`src/rtl/tfp_pkg.sv`:
```
// ============================================================================
// tfp_pkg: shared types and constants of the telematics frame packer
// Item structs, queued operation format, sequencer phases and framing bytes.
// ============================================================================
`default_nettype none

package tfp_pkg;

    localparam logic CMD_HEADER  = 1'b0;
    localparam logic CMD_CONTENT = 1'b1;

    localparam logic [7:0] FLAG_BYTE  = 8'h7e;
    localparam logic [7:0] ESC_BYTE   = 8'h7d;
    localparam logic [7:0] ESC_FLAG   = 8'h02;
    localparam logic [7:0] ESC_ESC    = 8'h01;
    localparam logic [7:0] SUBPKG_BIT = 8'h20;

    localparam int          HDR_BYTES      = 16;
    localparam logic [3:0]  HDR_LAST_SHORT = 4'd11;
    localparam logic [3:0]  HDR_LAST_LONG  = 4'd15;

    typedef struct packed {
        logic        cmd;
        logic [15:0] msg_id;
        logic [15:0] serial;
        logic [47:0] terminal_bcd;
        logic [15:0] pkg_count;
        logic [15:0] pkg_index;
        logic [9:0]  body_len;
        logic [7:0]  data_byte;
    } in_item_t;

    typedef struct packed {
        logic [7:0] out_byte;
        logic       frame_end;
    } out_item_t;

    typedef enum logic {
        OP_HEADER  = 1'b0,
        OP_CONTENT = 1'b1
    } op_kind_t;

    typedef struct packed {
        op_kind_t                      kind;
        logic                          close;
        logic [3:0]                    hdr_last;
        logic [HDR_BYTES-1:0][7:0]     hdr_bytes;
        logic [7:0]                    data_byte;
    } op_t;

    typedef enum logic [2:0] {
        PH_IDLE       = 3'd0,
        PH_FLAG_OPEN  = 3'd1,
        PH_HDR        = 3'd2,
        PH_DATA       = 3'd3,
        PH_SUM        = 3'd4,
        PH_FLAG_CLOSE = 3'd5
    } phase_t;

endpackage

`default_nettype wire

```
`src/rtl/telematics_frame_packer_unit.sv`:
```
// ============================================================================
// telematics_frame_packer_unit: flagged, byte-stuffed message frame builder
// Header transactions open a frame, content transactions add payload bytes.
// ----------------------------------------------------------------------------
// input channel: push/full, one transaction per in_item; cmd header opens a
//   frame, cmd content adds one byte (dropped when no frame is open)
// result channel: empty/pop, one stuffed line byte per transaction,
//   frame_end marks the closing flag
// the front stage updates frame state and queues operations; the back stage
//   serialises one line byte per cycle from the queue head unless stalled
// an item's first byte goes through a queue entry, then the output register
// throughput: one line byte per cycle unless the receiver stalls; escaped
//   bytes take two line bytes, and a frame close adds checksum and flag
// input accepted while the queue has room (QUEUE_DEPTH operations)
// a stalled receiver holds the output register; the queue then fills and
//   full rises
// reset clears frame state, queue pointers and output valid flag; no clearing pass
// ============================================================================
`default_nettype none

module telematics_frame_packer_unit
    import tfp_pkg::*;
#(
    parameter int QUEUE_DEPTH = 4
)
(
    input  wire logic     clk,
    input  wire logic     rst_n,
    input  wire logic     push,
    output logic          full,
    input  wire in_item_t in_item,
    output logic          empty,
    input  wire logic     pop,
    output out_item_t     out_item
);

    logic q_push;
    op_t  q_op;
    logic q_full;
    logic q_pop;
    op_t  q_head;
    logic q_empty;

    tfp_front u_front
    (
        .clk     (clk),
        .rst_n   (rst_n),
        .push    (push),
        .full    (full),
        .in_item (in_item),
        .q_push  (q_push),
        .q_op    (q_op),
        .q_full  (q_full)
    );

    tfp_op_fifo #(
        .DEPTH (QUEUE_DEPTH)
    ) u_fifo
    (
        .clk     (clk),
        .rst_n   (rst_n),
        .wr_en   (q_push),
        .wr_op   (q_op),
        .q_full  (q_full),
        .rd_en   (q_pop),
        .rd_op   (q_head),
        .q_empty (q_empty)
    );

    tfp_back u_back
    (
        .clk      (clk),
        .rst_n    (rst_n),
        .head     (q_head),
        .q_empty  (q_empty),
        .q_pop    (q_pop),
        .empty    (empty),
        .pop      (pop),
        .out_item (out_item)
    );

endmodule

`default_nettype wire

```
`src/rtl/tfp_front.sv`:
```
// ============================================================================
// tfp_front: input side of the frame packer
// Accepts items, tracks frame progress and queues header/content operations.
// ============================================================================
`default_nettype none

module tfp_front
    import tfp_pkg::*;
(
    input  wire logic     clk,
    input  wire logic     rst_n,
    input  wire logic     push,
    output logic          full,
    input  wire in_item_t in_item,
    output logic          q_push,
    output op_t           q_op,
    input  wire logic     q_full
);

    logic       in_frame_reg;
    logic       in_frame_next;
    logic [9:0] bytes_left_reg;
    logic [9:0] bytes_left_next;
    logic       accept;
    logic [7:0] prop_hi;
    logic       has_pkg;

    assign full    = q_full;
    assign accept  = push && !q_full;
    assign has_pkg = |in_item.pkg_count;
    assign prop_hi = (has_pkg ? SUBPKG_BIT : 8'h00) | {6'b0, in_item.body_len[9:8]};

    always_comb
    begin
        q_op               = '0;
        q_push             = 1'b0;
        in_frame_next      = in_frame_reg;
        bytes_left_next    = bytes_left_reg;
        q_op.data_byte     = in_item.data_byte;
        q_op.hdr_last      = has_pkg ? HDR_LAST_LONG : HDR_LAST_SHORT;
        q_op.hdr_bytes[0]  = in_item.msg_id[15:8];
        q_op.hdr_bytes[1]  = in_item.msg_id[7:0];
        q_op.hdr_bytes[2]  = prop_hi;
        q_op.hdr_bytes[3]  = in_item.body_len[7:0];
        q_op.hdr_bytes[4]  = in_item.terminal_bcd[47:40];
        q_op.hdr_bytes[5]  = in_item.terminal_bcd[39:32];
        q_op.hdr_bytes[6]  = in_item.terminal_bcd[31:24];
        q_op.hdr_bytes[7]  = in_item.terminal_bcd[23:16];
        q_op.hdr_bytes[8]  = in_item.terminal_bcd[15:8];
        q_op.hdr_bytes[9]  = in_item.terminal_bcd[7:0];
        q_op.hdr_bytes[10] = in_item.serial[15:8];
        q_op.hdr_bytes[11] = in_item.serial[7:0];
        q_op.hdr_bytes[12] = in_item.pkg_count[15:8];
        q_op.hdr_bytes[13] = in_item.pkg_count[7:0];
        q_op.hdr_bytes[14] = in_item.pkg_index[15:8];
        q_op.hdr_bytes[15] = in_item.pkg_index[7:0];
        if (in_item.cmd == CMD_HEADER)
        begin
            q_op.kind  = OP_HEADER;
            q_op.close = (in_item.body_len == 10'd0);
            if (accept)
            begin
                q_push          = 1'b1;
                in_frame_next   = (in_item.body_len != 10'd0);
                bytes_left_next = in_item.body_len;
            end
        end
        else
        begin
            q_op.kind  = OP_CONTENT;
            q_op.close = (bytes_left_reg == 10'd1);
            // content outside a frame is dropped
            if (accept && in_frame_reg)
            begin
                q_push          = 1'b1;
                in_frame_next   = (bytes_left_reg != 10'd1);
                bytes_left_next = bytes_left_reg - 10'd1;
            end
        end
    end

    always_ff @(posedge clk or negedge rst_n)
    begin
        if (!rst_n)
        begin
            in_frame_reg   <= 1'b0;
            bytes_left_reg <= 10'd0;
        end
        else
        begin
            in_frame_reg   <= in_frame_next;
            bytes_left_reg <= bytes_left_next;
        end
    end

endmodule

`default_nettype wire

```
`src/rtl/tfp_op_fifo.sv`:
```
// ============================================================================
// tfp_op_fifo: operation queue between front and back
// Register-based first-in first-out queue with the head shown combinationally.
// ============================================================================
`default_nettype none

module tfp_op_fifo
    import tfp_pkg::*;
#(
    parameter int DEPTH = 4
)
(
    input  wire logic clk,
    input  wire logic rst_n,
    input  wire logic wr_en,
    input  wire op_t  wr_op,
    output logic      q_full,
    input  wire logic rd_en,
    output op_t       rd_op,
    output logic      q_empty
);

    localparam int PTR_W = $clog2(DEPTH);
    localparam int CNT_W = $clog2(DEPTH + 1);
    localparam logic [PTR_W-1:0] PTR_LAST = PTR_W'(DEPTH - 1);
    localparam logic [CNT_W-1:0] CNT_FULL = CNT_W'(DEPTH);

    op_t              entry_reg [DEPTH];
    logic [PTR_W-1:0] wr_ptr_reg;
    logic [PTR_W-1:0] wr_ptr_next;
    logic [PTR_W-1:0] rd_ptr_reg;
    logic [PTR_W-1:0] rd_ptr_next;
    logic [CNT_W-1:0] count_reg;
    logic [CNT_W-1:0] count_next;
    logic             do_wr;
    logic             do_rd;

    assign q_full  = (count_reg == CNT_FULL);
    assign q_empty = (count_reg == '0);
    assign do_wr   = wr_en && !q_full;
    assign do_rd   = rd_en && !q_empty;
    assign rd_op   = entry_reg[rd_ptr_reg];

    always_comb
    begin
        wr_ptr_next = wr_ptr_reg;
        rd_ptr_next = rd_ptr_reg;
        count_next  = count_reg;
        if (do_wr)
        begin
            wr_ptr_next = (wr_ptr_reg == PTR_LAST) ? '0 : wr_ptr_reg + 1'b1;
        end
        if (do_rd)
        begin
            rd_ptr_next = (rd_ptr_reg == PTR_LAST) ? '0 : rd_ptr_reg + 1'b1;
        end
        if (do_wr && !do_rd)
        begin
            count_next = count_reg + 1'b1;
        end
        else if (do_rd && !do_wr)
        begin
            count_next = count_reg - 1'b1;
        end
    end

    always_ff @(posedge clk or negedge rst_n)
    begin
        if (!rst_n)
        begin
            wr_ptr_reg <= '0;
            rd_ptr_reg <= '0;
            count_reg  <= '0;
        end
        else
        begin
            wr_ptr_reg <= wr_ptr_next;
            rd_ptr_reg <= rd_ptr_next;
            count_reg  <= count_next;
        end
    end

    always_ff @(posedge clk)
    begin
        if (do_wr)
        begin
            entry_reg[wr_ptr_reg] <= wr_op;
        end
    end

endmodule

`default_nettype wire

```
`src/rtl/tfp_back.sv`:
```
// ============================================================================
// tfp_back: byte sequencer of the frame packer
// Walks queued operations, escapes bytes, keeps the checksum, drives output.
// ============================================================================
`default_nettype none

module tfp_back
    import tfp_pkg::*;
(
    input  wire logic clk,
    input  wire logic rst_n,
    input  wire op_t  head,
    input  wire logic q_empty,
    output logic      q_pop,
    output logic      empty,
    input  wire logic pop,
    output out_item_t out_item
);

    phase_t     phase_reg;
    phase_t     phase_next;
    phase_t     eff_phase;
    logic [3:0] pos_reg;
    logic [3:0] pos_next;
    logic       esc_reg;
    logic       esc_next;
    logic [7:0] xor_reg;
    logic [7:0] xor_next;
    logic       out_valid_reg;
    logic       out_valid_next;
    out_item_t  out_item_reg;
    out_item_t  out_item_d;
    logic [7:0] cur_raw;
    logic       is_special;
    logic       emit;
    logic       slot_done;
    logic       go;
    logic       step;

    assign empty    = !out_valid_reg;
    assign out_item = out_item_reg;
    assign go       = !out_valid_reg || pop;
    assign step     = emit && go;

    // a waiting head operation starts at once, not by way of the idle phase
    always_comb
    begin
        if (phase_reg == PH_IDLE)
        begin
            if (q_empty)
            begin
                eff_phase = PH_IDLE;
            end
            else
            begin
                eff_phase = (head.kind == OP_HEADER) ? PH_FLAG_OPEN : PH_DATA;
            end
        end
        else
        begin
            eff_phase = phase_reg;
        end
    end

    always_comb
    begin
        case (eff_phase)
            PH_HDR:  cur_raw = head.hdr_bytes[pos_reg];
            PH_DATA: cur_raw = head.data_byte;
            PH_SUM:  cur_raw = xor_reg;
            default: cur_raw = 8'h00;
        endcase
    end

    assign is_special = (cur_raw == FLAG_BYTE) || (cur_raw == ESC_BYTE);

    // output decode
    always_comb
    begin
        emit       = 1'b0;
        slot_done  = 1'b0;
        out_item_d = '0;
        unique case (eff_phase) inside
            PH_IDLE:
            begin
                emit = 1'b0;
            end
            PH_FLAG_OPEN:
            begin
                emit                = 1'b1;
                slot_done           = 1'b1;
                out_item_d.out_byte = FLAG_BYTE;
            end
            PH_FLAG_CLOSE:
            begin
                emit                 = 1'b1;
                slot_done            = 1'b1;
                out_item_d.out_byte  = FLAG_BYTE;
                out_item_d.frame_end = 1'b1;
            end
            PH_HDR, PH_DATA, PH_SUM:
            begin
                emit = 1'b1;
                if (esc_reg)
                begin
                    slot_done           = 1'b1;
                    out_item_d.out_byte = (cur_raw == FLAG_BYTE) ? ESC_FLAG : ESC_ESC;
                end
                else if (is_special)
                begin
                    slot_done           = 1'b0;
                    out_item_d.out_byte = ESC_BYTE;
                end
                else
                begin
                    slot_done           = 1'b1;
                    out_item_d.out_byte = cur_raw;
                end
            end
            default:
            begin
                emit = 1'b0;
            end
        endcase
    end

    // next state
    always_comb
    begin
        phase_next = phase_reg;
        pos_next   = pos_reg;
        xor_next   = xor_reg;
        esc_next   = step ? !slot_done : esc_reg;
        q_pop      = 1'b0;
        if (step && slot_done)
        begin
            unique case (eff_phase)
                PH_FLAG_OPEN:
                begin
                    phase_next = PH_HDR;
                    pos_next   = 4'd0;
                    xor_next   = 8'h00;
                end
                PH_HDR:
                begin
                    xor_next = xor_reg ^ cur_raw;
                    if (pos_reg == head.hdr_last)
                    begin
                        pos_next = 4'd0;
                        if (head.close)
                        begin
                            phase_next = PH_SUM;
                        end
                        else
                        begin
                            phase_next = PH_IDLE;
                            q_pop      = 1'b1;
                        end
                    end
                    else
                    begin
                        pos_next = pos_reg + 4'd1;
                    end
                end
                PH_DATA:
                begin
                    xor_next = xor_reg ^ cur_raw;
                    if (head.close)
                    begin
                        phase_next = PH_SUM;
                    end
                    else
                    begin
                        phase_next = PH_IDLE;
                        q_pop      = 1'b1;
                    end
                end
                PH_SUM:
                begin
                    phase_next = PH_FLAG_CLOSE;
                end
                PH_FLAG_CLOSE:
                begin
                    phase_next = PH_IDLE;
                    q_pop      = 1'b1;
                end
                PH_IDLE:
                begin
                    phase_next = PH_IDLE;
                end
                default:
                begin
                    phase_next = PH_IDLE;
                end
            endcase
        end
    end

    always_comb
    begin
        if (step)
        begin
            out_valid_next = 1'b1;
        end
        else if (pop)
        begin
            out_valid_next = 1'b0;
        end
        else
        begin
            out_valid_next = out_valid_reg;
        end
    end

    always_ff @(posedge clk or negedge rst_n)
    begin
        if (!rst_n)
        begin
            phase_reg     <= PH_IDLE;
            pos_reg       <= 4'd0;
            esc_reg       <= 1'b0;
            xor_reg       <= 8'h00;
            out_valid_reg <= 1'b0;
        end
        else
        begin
            phase_reg     <= phase_next;
            pos_reg       <= pos_next;
            esc_reg       <= esc_next;
            xor_reg       <= xor_next;
            out_valid_reg <= out_valid_next;
        end
    end

    always_ff @(posedge clk)
    begin
        if (step)
        begin
            out_item_reg <= out_item_d;
        end
    end

endmodule

`default_nettype wire
```
`config.mk`:
```
export PLATFORM = sky130hd
export DESIGN_NAME = telematics_frame_packer_unit
export DESIGN_NICKNAME = d
export VERILOG_FILES = /design/src/rtl/tfp_pkg.sv /design/src/rtl/telematics_frame_packer_unit.sv /design/src/rtl/tfp_front.sv /design/src/rtl/tfp_op_fifo.sv /design/src/rtl/tfp_back.sv
export SDC_FILE = /design/constraint.sdc
export NUM_CORES = 1
export LEC_CHECK = 0
export ABC_AREA = 1
export BUFFER_PORTS_ARGS = -buffer_cell sky130_fd_sc_hd__buf_2
export CORE_ASPECT_RATIO = 2
export CORE_MARGIN = 2
export CORE_UTILIZATION = 45
export CTS_CLUSTER_DIAMETER = 100
export DETAILED_ROUTE_END_ITERATION = 10
export HOLD_SLACK_MARGIN = 0.12
export SLEW_MARGIN = 40
export SYNTH_ARGS = -nofsm -noshare
export SYNTH_HDL_FRONTEND = slang
export SYNTH_HIERARCHICAL = 1
export SYNTH_SLANG_ARGS = --single-unit
```
`constraint.sdc`:
```
create_clock -name clk -period 12.97 [get_ports clk]
set_input_delay 0 -clock clk [delete_from_list [all_inputs] [get_ports clk]]
set_output_delay 0 -clock clk [all_outputs]
set_load 0.01 [all_outputs]
```
After elaboration in Yosys (flattened, before gate mapping)

Memory sizes are Yosys's and may differ from the RTL's.
Index checks and enable logic that the tools add are counted.

Bits in registers: 44
RAM bits: 564
Output and inout bits: 11
Logic and storage cells: 116
Memories: 1

Add/sub/neg operators: 6
Magnitude comparators: 1
Equality and inequality tests: 15
Muxes and demuxes: 45
Bitwise gates (word level): 2
Reduce and logical (&&, ||, !) cells: 34

Memories:

| name             | depth | bits a word | rd ports | clocked after Yosys merged registers in | write ports | RTL line          | text |
|---|---|---|---|---|---|---|---|
| u_fifo.entry_reg | 4     | 141         | 1        | 0                                       | 1           | tfp_op_fifo.sv:28 | `op_t entry_reg [DEPTH];` |

Operators with widths:

| kind                                                   | number |
|---|---|
| binary-select mux 8 bit (select 4 bit)                 | 1 |
| one-hot mux 8 bit (2 select lines)                     | 2 |
| 2-to-1 mux 10 bit                                      | 3 |
| 2-to-1 mux 8 bit                                       | 3 |
| one-hot mux 8 bit (3 select lines)                     | 1 |
| 2-to-1 mux 3 bit                                       | 7 |
| 2-to-1 mux 1 bit                                       | 17 |
| == test 8 x 7 -> 1 bit, second input constant          | 2 |
| OR reduction 16 bit                                    | 1 |
| one-hot mux 3 bit (4 select lines)                     | 1 |
| == test 10 x 1 -> 1 bit, second input constant         | 1 |
| zero test 10 bit                                       | 1 |
| 2-to-1 mux 2 bit                                       | 5 |
| inequality test 10 x 1 -> 1 bit, second input constant | 1 |
| nonzero test 10 bit                                    | 1 |
| nonzero test 2 bit                                     | 5 |
| subtractor 10 x 1 -> 10 bit, second input constant     | 1 |
| == test 3 bit, second input constant                   | 3 |
| logical AND 1 bit                                      | 8 |
| bitwise OR 8 x 2 -> 8 bit                              | 1 |
| one-hot mux 4 bit (2 select lines)                     | 1 |
| AND reduction 2 bit                                    | 4 |
| bitwise XOR 8 bit                                      | 1 |
| == test 3 x 2 -> 1 bit, second input constant          | 2 |
| other kinds (20)                                       | 30 |

Depth between registers and ports, before layout

Gate-level depths: netlist of run 1.
An unclocked memory read counts as a cell.

Depth in word-level cells: 17
Depth in mapped cells: 28

Modules after synthesis

The synthesis of run 1 kept the hierarchy.

Modules (own cells, without submodules):

| module      | times used | cells each | area each (um^2) |
|---|---|---|---|
| tfp_op_fifo | 1          | 1717       | 22760.6 |
| tfp_back    | 1          | 597        | 3265.6 |
| tfp_front   | 1          | 274        | 1931.9 |

Worst setup path before layout of run 1

No wires, ideal clock.

Path type: register -> register
Start point: register u_fifo.count_reg[0]
End point: memory u_fifo/entry_reg[0][0] (netlist bit), enable pin
Library setup time: 646 ps
Arrival time: 7075 ps
Required time: 12324 ps
Path slack: 5249 ps
Cell stages (with the launch flop): 10
Path buffers: 1
Cell sequence: dfrtp_1 > inv_1 > nand3_1 > inv_1 > nor2_1 > o21ai_2 > inv_2 > buf_6 > nand2_1 > nor2_1

Word-level cells in the longest chain between the ends: 9
Elaborated cells on any way between the ends: 10
Classes of those cells: eq/ne: 1; mux: 5; reduce/logical: 4

RTL lines:

| what                                       | RTL line                           | text |
|---|---|---|
| start, declared                            | tfp_op_fifo.sv:33                  | `logic [CNT_W-1:0] count_reg;` |
| start signal, assigned                     | tfp_op_fifo.sv:79                  | `count_reg <= count_next;` |
| == test 3 bit (*)                          | tfp_op_fifo.sv:38                  | `assign q_full = (count_reg == CNT_FULL);` |
| via q_full                                 | telematics_frame_packer_unit.sv:39 | `logic q_full;` |
| zero test 1 bit (*)                        | tfp_front.sv:29                    | `assign accept = push && !q_full;` |
| logical AND 1 bit (*)                      | tfp_front.sv:29                    |  |
| logical AND 1 bit                          | tfp_front.sv:73                    | `if (accept && in_frame_reg)` |
| 2-to-1 mux 1 bit                           | tfp_front.sv:73                    |  |
| 2-to-1 mux 1 bit (*)                       | tfp_front.sv:57                    | `if (in_item.cmd == CMD_HEADER)` |
| via q_push                                 | telematics_frame_packer_unit.sv:37 | `logic q_push;` |
| logical AND 1 bit (*)                      | tfp_op_fifo.sv:40                  | `assign do_wr = wr_en && !q_full;` |
| 2-to-1 mux 1 bit (*)                       | tfp_op_fifo.sv:85                  | `if (do_wr)` |
| 2-to-1 mux 1 bit (not written as such) (*) | tfp_op_fifo.sv:87                  | `entry_reg[wr_ptr_reg] <= wr_op;` |
| end, declared                              | tfp_op_fifo.sv:28                  |  |

Mark *: on every way through the listed nets, which the timed path passes. The rest lies on a longest branch.

==> summary.md, run 1 <==
| Metric | Value |
|---|---|
| Status | `completed` |
| Vias per cell | `5.17` |
| Cell mode on critical path | `nand2_1` |
| Fin. Hold Viols | `0` |
| FMAX | `179 MHz` |
| HPWL after DPL | `42500 um` |
| Hold Crit Class | `input port to flop` |
| Final setup fails | `0` |
| Max Root-Sink Buffers | `3` |
| Area leader, netlist | `edfxtp_1` |
| Initial antenna violation count | `0` |
| Setup crit start kind | `flop` |
| DR iter-0 viols | `1148` |
| H-tree levels | `2` |
| Critical Setup Path Class | `flop to flop` |
| Clk Latency, worst-skew pair | `610 ps` |
| RSZ-0062 raised after global routing | `false` |
| Reg2Reg Depth | `26` |
| Global-route wire length before repair | `105000 um` |
| Area contributors post-synth | `edfxtp_1 62%, nand2_1 9.6%, o211ai_1 7.7%` |
| Hold Path End | `u_fifo/entry_reg[2][47]$_DFFE_PP_` |
| Req. time, crit path | `13470 ps` |
| Die Area | `64300 um^2` |
| Most frequent cells in the layout | `713 x nand2_1, 577 x edfxtp_1, 408 x inv_1, 285 x o211ai_1, 144 x buf_2` |
| Hold Crit Depth | `2` |
| # rows | `129` |
| Slew Limit Headroom | `0.416` |
| WP data arrival | `6100 ps` |
| GR Util All Layers | `0.210` |
| Setup_tns | `0 ps` |
| Yosys warning total | `6` |
| CP max-delay cell | `buf_4` |
| Antenna viol nets, final | `0` |
| Fraction of layout instances using a drive strength above 1 | `0.109` |
| Maxcap violations | `0` |
| Area growth syn-to-layout | `12.9%` |
| Cell family with most CP delay | `simple AND/OR/NAND/NOR gates` |
| Root Driver | `clkbuf_16` |
| Worst slew pin tran | `875 ps` |
| Critical path buffer and inverter count | `5` |
| Pin count of the biggest net entering global routing | `119` |
| Routed length per placed instance | `19.3 um` |
| Fin crit share | `0.432` |
| Worst R2R End | `u_fifo/count_reg[2]$_DFFE_PN0P_` |
| Fin. max-slew vios | `0` |
| Synth Cell Area | `28000 um^2` |
| Initial core utilization | `0.453` |
| # diodes | `0` |
| Most common cell after layout, fill and taps aside | `nand2_1` |
| Vias in the first global route | `18698` |
| DR DRC count | `0` |
| Leakage | `12.7 nW` |
| Sequential standard cell area | `18200 um^2` |
| Hold path startpoint | `in_item[97]` |
| Io pins | `146` |
| Skew final | `25.1 ps` |
| DRT Pass-1 Iters | `5` |
| Clk sinks | `612` |
| GR Overflow Total | `0` |
| Width of the die | `180 um` |
| Crit-path max FO | `60` |
| Via count | `18179` |
| Library cells used by synthesis | `38` |
| Worst path max stage delay | `740 ps` |
| PD cells | `205 nW/um^2` |
| Mapped Cells | `2588` |
| Tmin final | `5600 ps` |
| Reg clk slew, reported paths | `70 ps` |
| Synthesized flop and latch total | `612` |
| Nets | `2834` |
| CTS buffer count | `54` |
| Total Wirelength | `68000 um` |
| Post-CTS resize count | `0` |
| TritonCTS clock tree | `built` |
| Layout fillers | `5508` |
| Reg2Reg Launch Point | `u_fifo/rd_ptr_reg[1]$_DFFE_PN0P_` |
| Die span in y | `357 um` |
| Peak supply drop | `0.186 mV` |
| Top cell type's share of synthesized area | `0.620` |
| Number of flip-flops in the largest register | `568` |
| R2R setup slack | `7370 ps` |
| Core Box Area | `61700 um^2` |
| Post-CTS Setup Inserts | `0` |
| Port Buf Inserts | `145` |
| Post-synthesis sequential area ratio | `0.651` |
| Hold-fix buffers, CTS | `139` |
| Synthesized area per cell | `10.8 um^2` |
| GPL Wtd Cong | `0.924` |
| Area of the multi-input gates | `6480 um^2` |
| Final core occ | `0.512` |
| CP Capture Type | `flop` |
cell type report:
class                           instances  share of cell area
Clock buffer                           70              0.0493
Clock inverter                         30             0.00860
Inverter                              419              0.0501
Multi-Input combinational cell       1293               0.205
Sequential cell                       612               0.577
Tap cell                              786              0.0312
Timing Repair Buffer                  309              0.0787
power breakdown:
group / internal (mW) / switching (mW)
Sequential: 2.58 / 0.165
Clock: 0.927 / 0.721
Combinational: 0.616 / 1.46
Total: 4.12 / 2.35
cell usage after synthesis (all sizes together):
master    n
buf     242
nor3      6
clkinv    1
nand4    21
fa        1
edfxtp  577
nor4      5
nand2   713
nand3   108
o211ai  286
conb      2
o22ai     3
nor2     77
xnor2     1
dfrtp    35
o21a      1
o21ai    28
clkbuf   28
xor2     10
inv     418
ha        9
a21oi    16
layer usage:
metal / up-vias / GRT usage / part of all wire
met2: 427 / 0.398 / 0.54
met5: - / 0 / 0
met4: 0 / 0.0813 / 0.037
met3: 104 / 0.0245 / 0.039
li1: 8716 / - / -
met1: 8932 / 0.241 / 0.39
worst max path at each step:
stage	from	to	slack (ps)	depth (start not counted)
floorplan	u_fifo/count_reg[0]$_DFFE_PN0P_	u_fifo/entry_reg[0][0]$_DFFE_PP_	5250	9
global placement	u_fifo/rd_ptr_reg[0]$_DFFE_PN0P_	u_fifo/count_reg[2]$_DFFE_PN0P_	7270	25
detailed placement	u_fifo/rd_ptr_reg[1]$_DFFE_PN0P_	u_fifo/count_reg[2]$_DFFE_PN0P_	7360	26
CTS	u_fifo/rd_ptr_reg[1]$_DFFE_PN0P_	u_fifo/count_reg[2]$_DFFE_PN0P_	7360	26
global route	u_fifo/rd_ptr_reg[1]$_DFFE_PN0P_	u_fifo/count_reg[2]$_DFFE_PN0P_	6880	26
finish	u_fifo/rd_ptr_reg[1]$_DFFE_PN0P_	u_fifo/count_reg[2]$_DFFE_PN0P_	7370	26
cell families after synthesis:
kind of cell    count (synthesis)  share of synthesized area
compound gates                334                     0.0868
xor+xnor                       11                    0.00345
fa+ha+maj                      10                    0.00474
buf+inv                       689                      0.119
flops                         612                      0.651
other cells                     2                   0.000269
simple gates                  930                      0.135
stage by stage:
step                instances  hold slack (ps)  power [mW]  worst slack [ps]  area [um^2]
CTS                      3519              122        6.53              7360        31600
global route             3519              130        6.85              6880        31600
global placement         3275              208        4.76              7270        28200
finish                   3519              138        6.47              7370        31600
detailed placement       3280             36.0        4.84              7360        28300
floorplan                2594             -296        4.28              5250        28000
Note: power is estimated with default switching activity, not from simulation.
==> inputs of run 2 (changes only) <==
--- a/config.mk
+++ b/config.mk
@@ -5,7 +5,7 @@
 export SDC_FILE = /design/constraint.sdc
 export NUM_CORES = 1
 export LEC_CHECK = 0
-export ABC_AREA = 1
+export ABC_AREA = 0
 export BUFFER_PORTS_ARGS = -buffer_cell sky130_fd_sc_hd__buf_2
 export CORE_ASPECT_RATIO = 2
 export CORE_MARGIN = 2
==> constraint.sdc (replaced) <==
create_clock -name clk -period 5.8 [get_ports clk]
set_input_delay 0 -clock clk [delete_from_list [all_inputs] [get_ports clk]]
set_output_delay 0 -clock clk [all_outputs]
set_load 0.01 [all_outputs]
==> summary.md, run 2 <==
| Metric | Value |
|---|---|
| Worst slew pin tran | `760 ps` |
| Worst path max stage delay | `850 ps` |
| Fin. max-slew vios | `0` |
| DR DRC count | `0` |
| Synthesized area per cell | `19.9 um^2` |
| Critical Setup Path Class | `flop to flop` |
| Share of flip-flops with an asynchronous set or reset | `0.0572` |
| DR iter-0 viols | `1050` |
| DRT Pass-1 Iters | `5` |
| Post-CTS Setup Inserts | `0` |
| Top cell type's share of synthesized area | `0.681` |
| Final core occ | `0.522` |
| Synth Flop Type | `edfxtp_1` |
| Hold Crit Class | `input port to flop` |
| Global-route wire length before repair | `83900 um` |
| Mapped Cells | `1279` |
| Post-synth EDFFs | `577` |
| Post-synthesis sequential area ratio | `0.716` |
| Req. time, crit path | `6310 ps` |
| Skew final | `16.8 ps` |
| CP Capture Type | `flop` |
| Number of flip-flops in the largest register | `568` |
| Slew Limit Headroom | `0.493` |
| Via count | `12295` |
| HPWL after DPL | `36500 um` |
| Reg clk slew, reported paths | `70 ps` |
| Hold-fix buffers, CTS | `144` |
| PD cells | `481 nW/um^2` |
| Vias in the first global route | `13361` |
| Die span in y | `340 um` |
| CTS buffer count | `53` |
| Max Root-Sink Buffers | `3` |
| Pin count of the biggest net entering global routing | `79` |
| H-tree levels | `2` |
| CP max-delay cell | `dfrtp_4` |
| Sequential standard cell area | `18200 um^2` |
| CP cell instances | `buf_4, mux4_2, mux2i_1, a221oi_1, buf_4, a211oi_1, or4b_4, nor4b_4, nand2b_4, nor2_1, o31ai_1, ha_1, inv_1, fa_1, xor2_1, nor2_1, xor2_1` |
| Cell family with most CP delay | `simple AND/OR/NAND/NOR gates` |
| TritonCTS clock tree | `built` |
| Core Box Area | `56000 um^2` |
| Synth Cell Area | `25400 um^2` |
| Area growth syn-to-layout | `14.9%` |
| Critical path buffer and inverter count | `3` |
| GR Util All Layers | `0.196` |
| Final setup fails | `0` |
| Port Buf Inserts | `145` |
| Clk sinks | `612` |
| Fraction of layout instances using a drive strength above 1 | `0.301` |
| Pwr Total | `14.1 mW` |
| GR Overflow Total | `0` |
| Area contributors post-synth | `edfxtp_1 68%, mux4_2 14%, buf_4 4.3%` |
| Layout fillers | `4540` |
| WP data arrival | `5740 ps` |
| GPL Wtd Cong | `0.878` |
| Commonest cells post-synth | `577 x edfxtp_1, 156 x mux4_2, 145 x buf_4` |
| Maxcap violations | `0` |
| Most common cell after layout, fill and taps aside | `edfxtp_1` |
| Fin. Hold Viols | `0` |
| Initial antenna violation count | `6` |
| Yosys warning total | `6` |
| Post-CTS resize count | `0` |
| Cells after DPL | `2016` |
| RSZ-0062 raised after global routing | `false` |
| Root Driver | `clkbuf_16` |
| Vias per cell | `5.44` |
| Fin crit share | `0.902` |
| Leakage | `9.61 nW` |
| Most common cell in the netlist | `edfxtp_1` |
| Setup crit start kind | `flop` |
| Die Area | `58500 um^2` |
| Clk Latency, worst-skew pair | `600 ps` |
| Status | `completed` |
| Total Wirelength | `55500 um` |
| Peak supply drop | `0.331 mV` |
| Initial core utilization | `0.454` |
| Synthesized flop and latch total | `612` |
| Most frequent cells in the layout | `577 x edfxtp_1, 156 x mux4_2, 144 x buf_2, 143 x dlygate4sd3_1, 53 x clkbuf_16` |
| Crit-path max FO | `44` |
| Finished Layout Cells | `2260` |
| Area leader, netlist | `edfxtp_1` |
| Tmin final | `5230 ps` |
| Routed length per placed instance | `24.5 um` |
| # rows | `123` |
| Setup_tns | `0 ps` |
| Nets | `1611` |
| Area of the multi-input gates | `5770 um^2` |
| Width of the die | `172 um` |
| Library cells used by synthesis | `67` |
| Antenna viol nets, final | `0` |
| FMAX | `191 MHz` |
| Io pins | `146` |
-- run 2: cell types whose count changed after synthesis, moves of 10 or more --
cell,before,now
buf_2,80,28
mux4_2,0,156
clkbuf_1,28,11
nand4_1,21,4
mux2_2,0,10
nor3_1,5,20
o211ai_1,285,1
nor2_1,71,23
inv_1,408,11
nand2_1,713,37
mux2i_1,0,23
nand3_1,103,6
-- run 2: area by class of cell --
cell class              count  area share
diodes                      4    0.000343
clock buffers              66      0.0471
clock inverters            29     0.00946
inverters                  12     0.00154
multi-input cells         460       0.198
flip-flops and latches    612       0.623
well taps                 750      0.0321
repair buffers            327      0.0886
-- run 2: metal layers --
layer  vias to the layer above  GRT usage  part of all wire
li1                       5425          -                 -
met1                      6450      0.235              0.38
met2                       329      0.358              0.55
met3                        89     0.0272             0.041
met4                         2     0.0657             0.032
met5                         -          0           0.00020
-- run 2: final timing paths --
kind                            depth (start not counted)                                end                              from  slack (ps)
worst max-delay path                                   17    u_fifo/count_reg[2]$_DFFE_PN0P_  u_fifo/rd_ptr_reg[1]$_DFFE_PN0P_         570
worst min-delay path                                    2  u_fifo/entry_reg[0][78]$_DFFE_PP_                       in_item[64]         150
worst max register to register                         17    u_fifo/count_reg[2]$_DFFE_PN0P_  u_fifo/rd_ptr_reg[1]$_DFFE_PN0P_         570
worst min register to register                          2   u_front/in_frame_reg$_DFFE_PN0P_  u_front/in_frame_reg$_DFFE_PN0P_         480
max in group asynchronous                               4      u_back/pos_reg[1]$_DFFE_PN0P_                             rst_n        5130
min in group asynchronous                               4   u_front/in_frame_reg$_DFFE_PN0P_                             rst_n         440
-- run 2: through the flow --
step / hold slack, ps / setup WS [ps] / instance area, um^2
final: 153 / 570 / 29200
after global routing: 139 / 287 / 29200
after CTS: 121 / 584 / 29200
after detailed placement: -0.878 / 609 / 26100
after global placement: 168 / 659 / 26100
after floorplan: -296 / 701 / 25500
-- run 2: cell families (layout without fill, tap and decap cells) --
family,after synthesis,count (layout),synth area share
other,2,12,0.000295
buffers and inverters,213,434,0.0586
xor gates and xnor gates,10,10,0.00344
muxes,197,197,0.160
adders and majority gates,10,10,0.00522
AOI/OAI and AO/OA,102,102,0.0281
and+or+nand+nor,133,133,0.0286
DFF,612,612,0.716
-- run 2: power breakdown --
group | internal [mW] | leakage, nW | switching (mW)
Combinational | 1.99 | 3.17 | 2.36
Clock | 1.86 | 0.780 | 1.54
Sequential | 5.82 | 5.66 | 0.484
-- run 2: worst reg2reg max path: stages, from the launching register on --
cell and delay [ps]:
dfrtp_4 850, buf_4 530, mux4_2 310, mux2i_1 120
a221oi_1 520, buf_4 200, a211oi_1 110, or4b_4 560
nor4b_4 310, nand2b_4 280, nor2_1 80, o31ai_1 150
ha_1 290, inv_1 60, fa_1 370, xor2_1 150
nor2_1 110, xor2_1 150
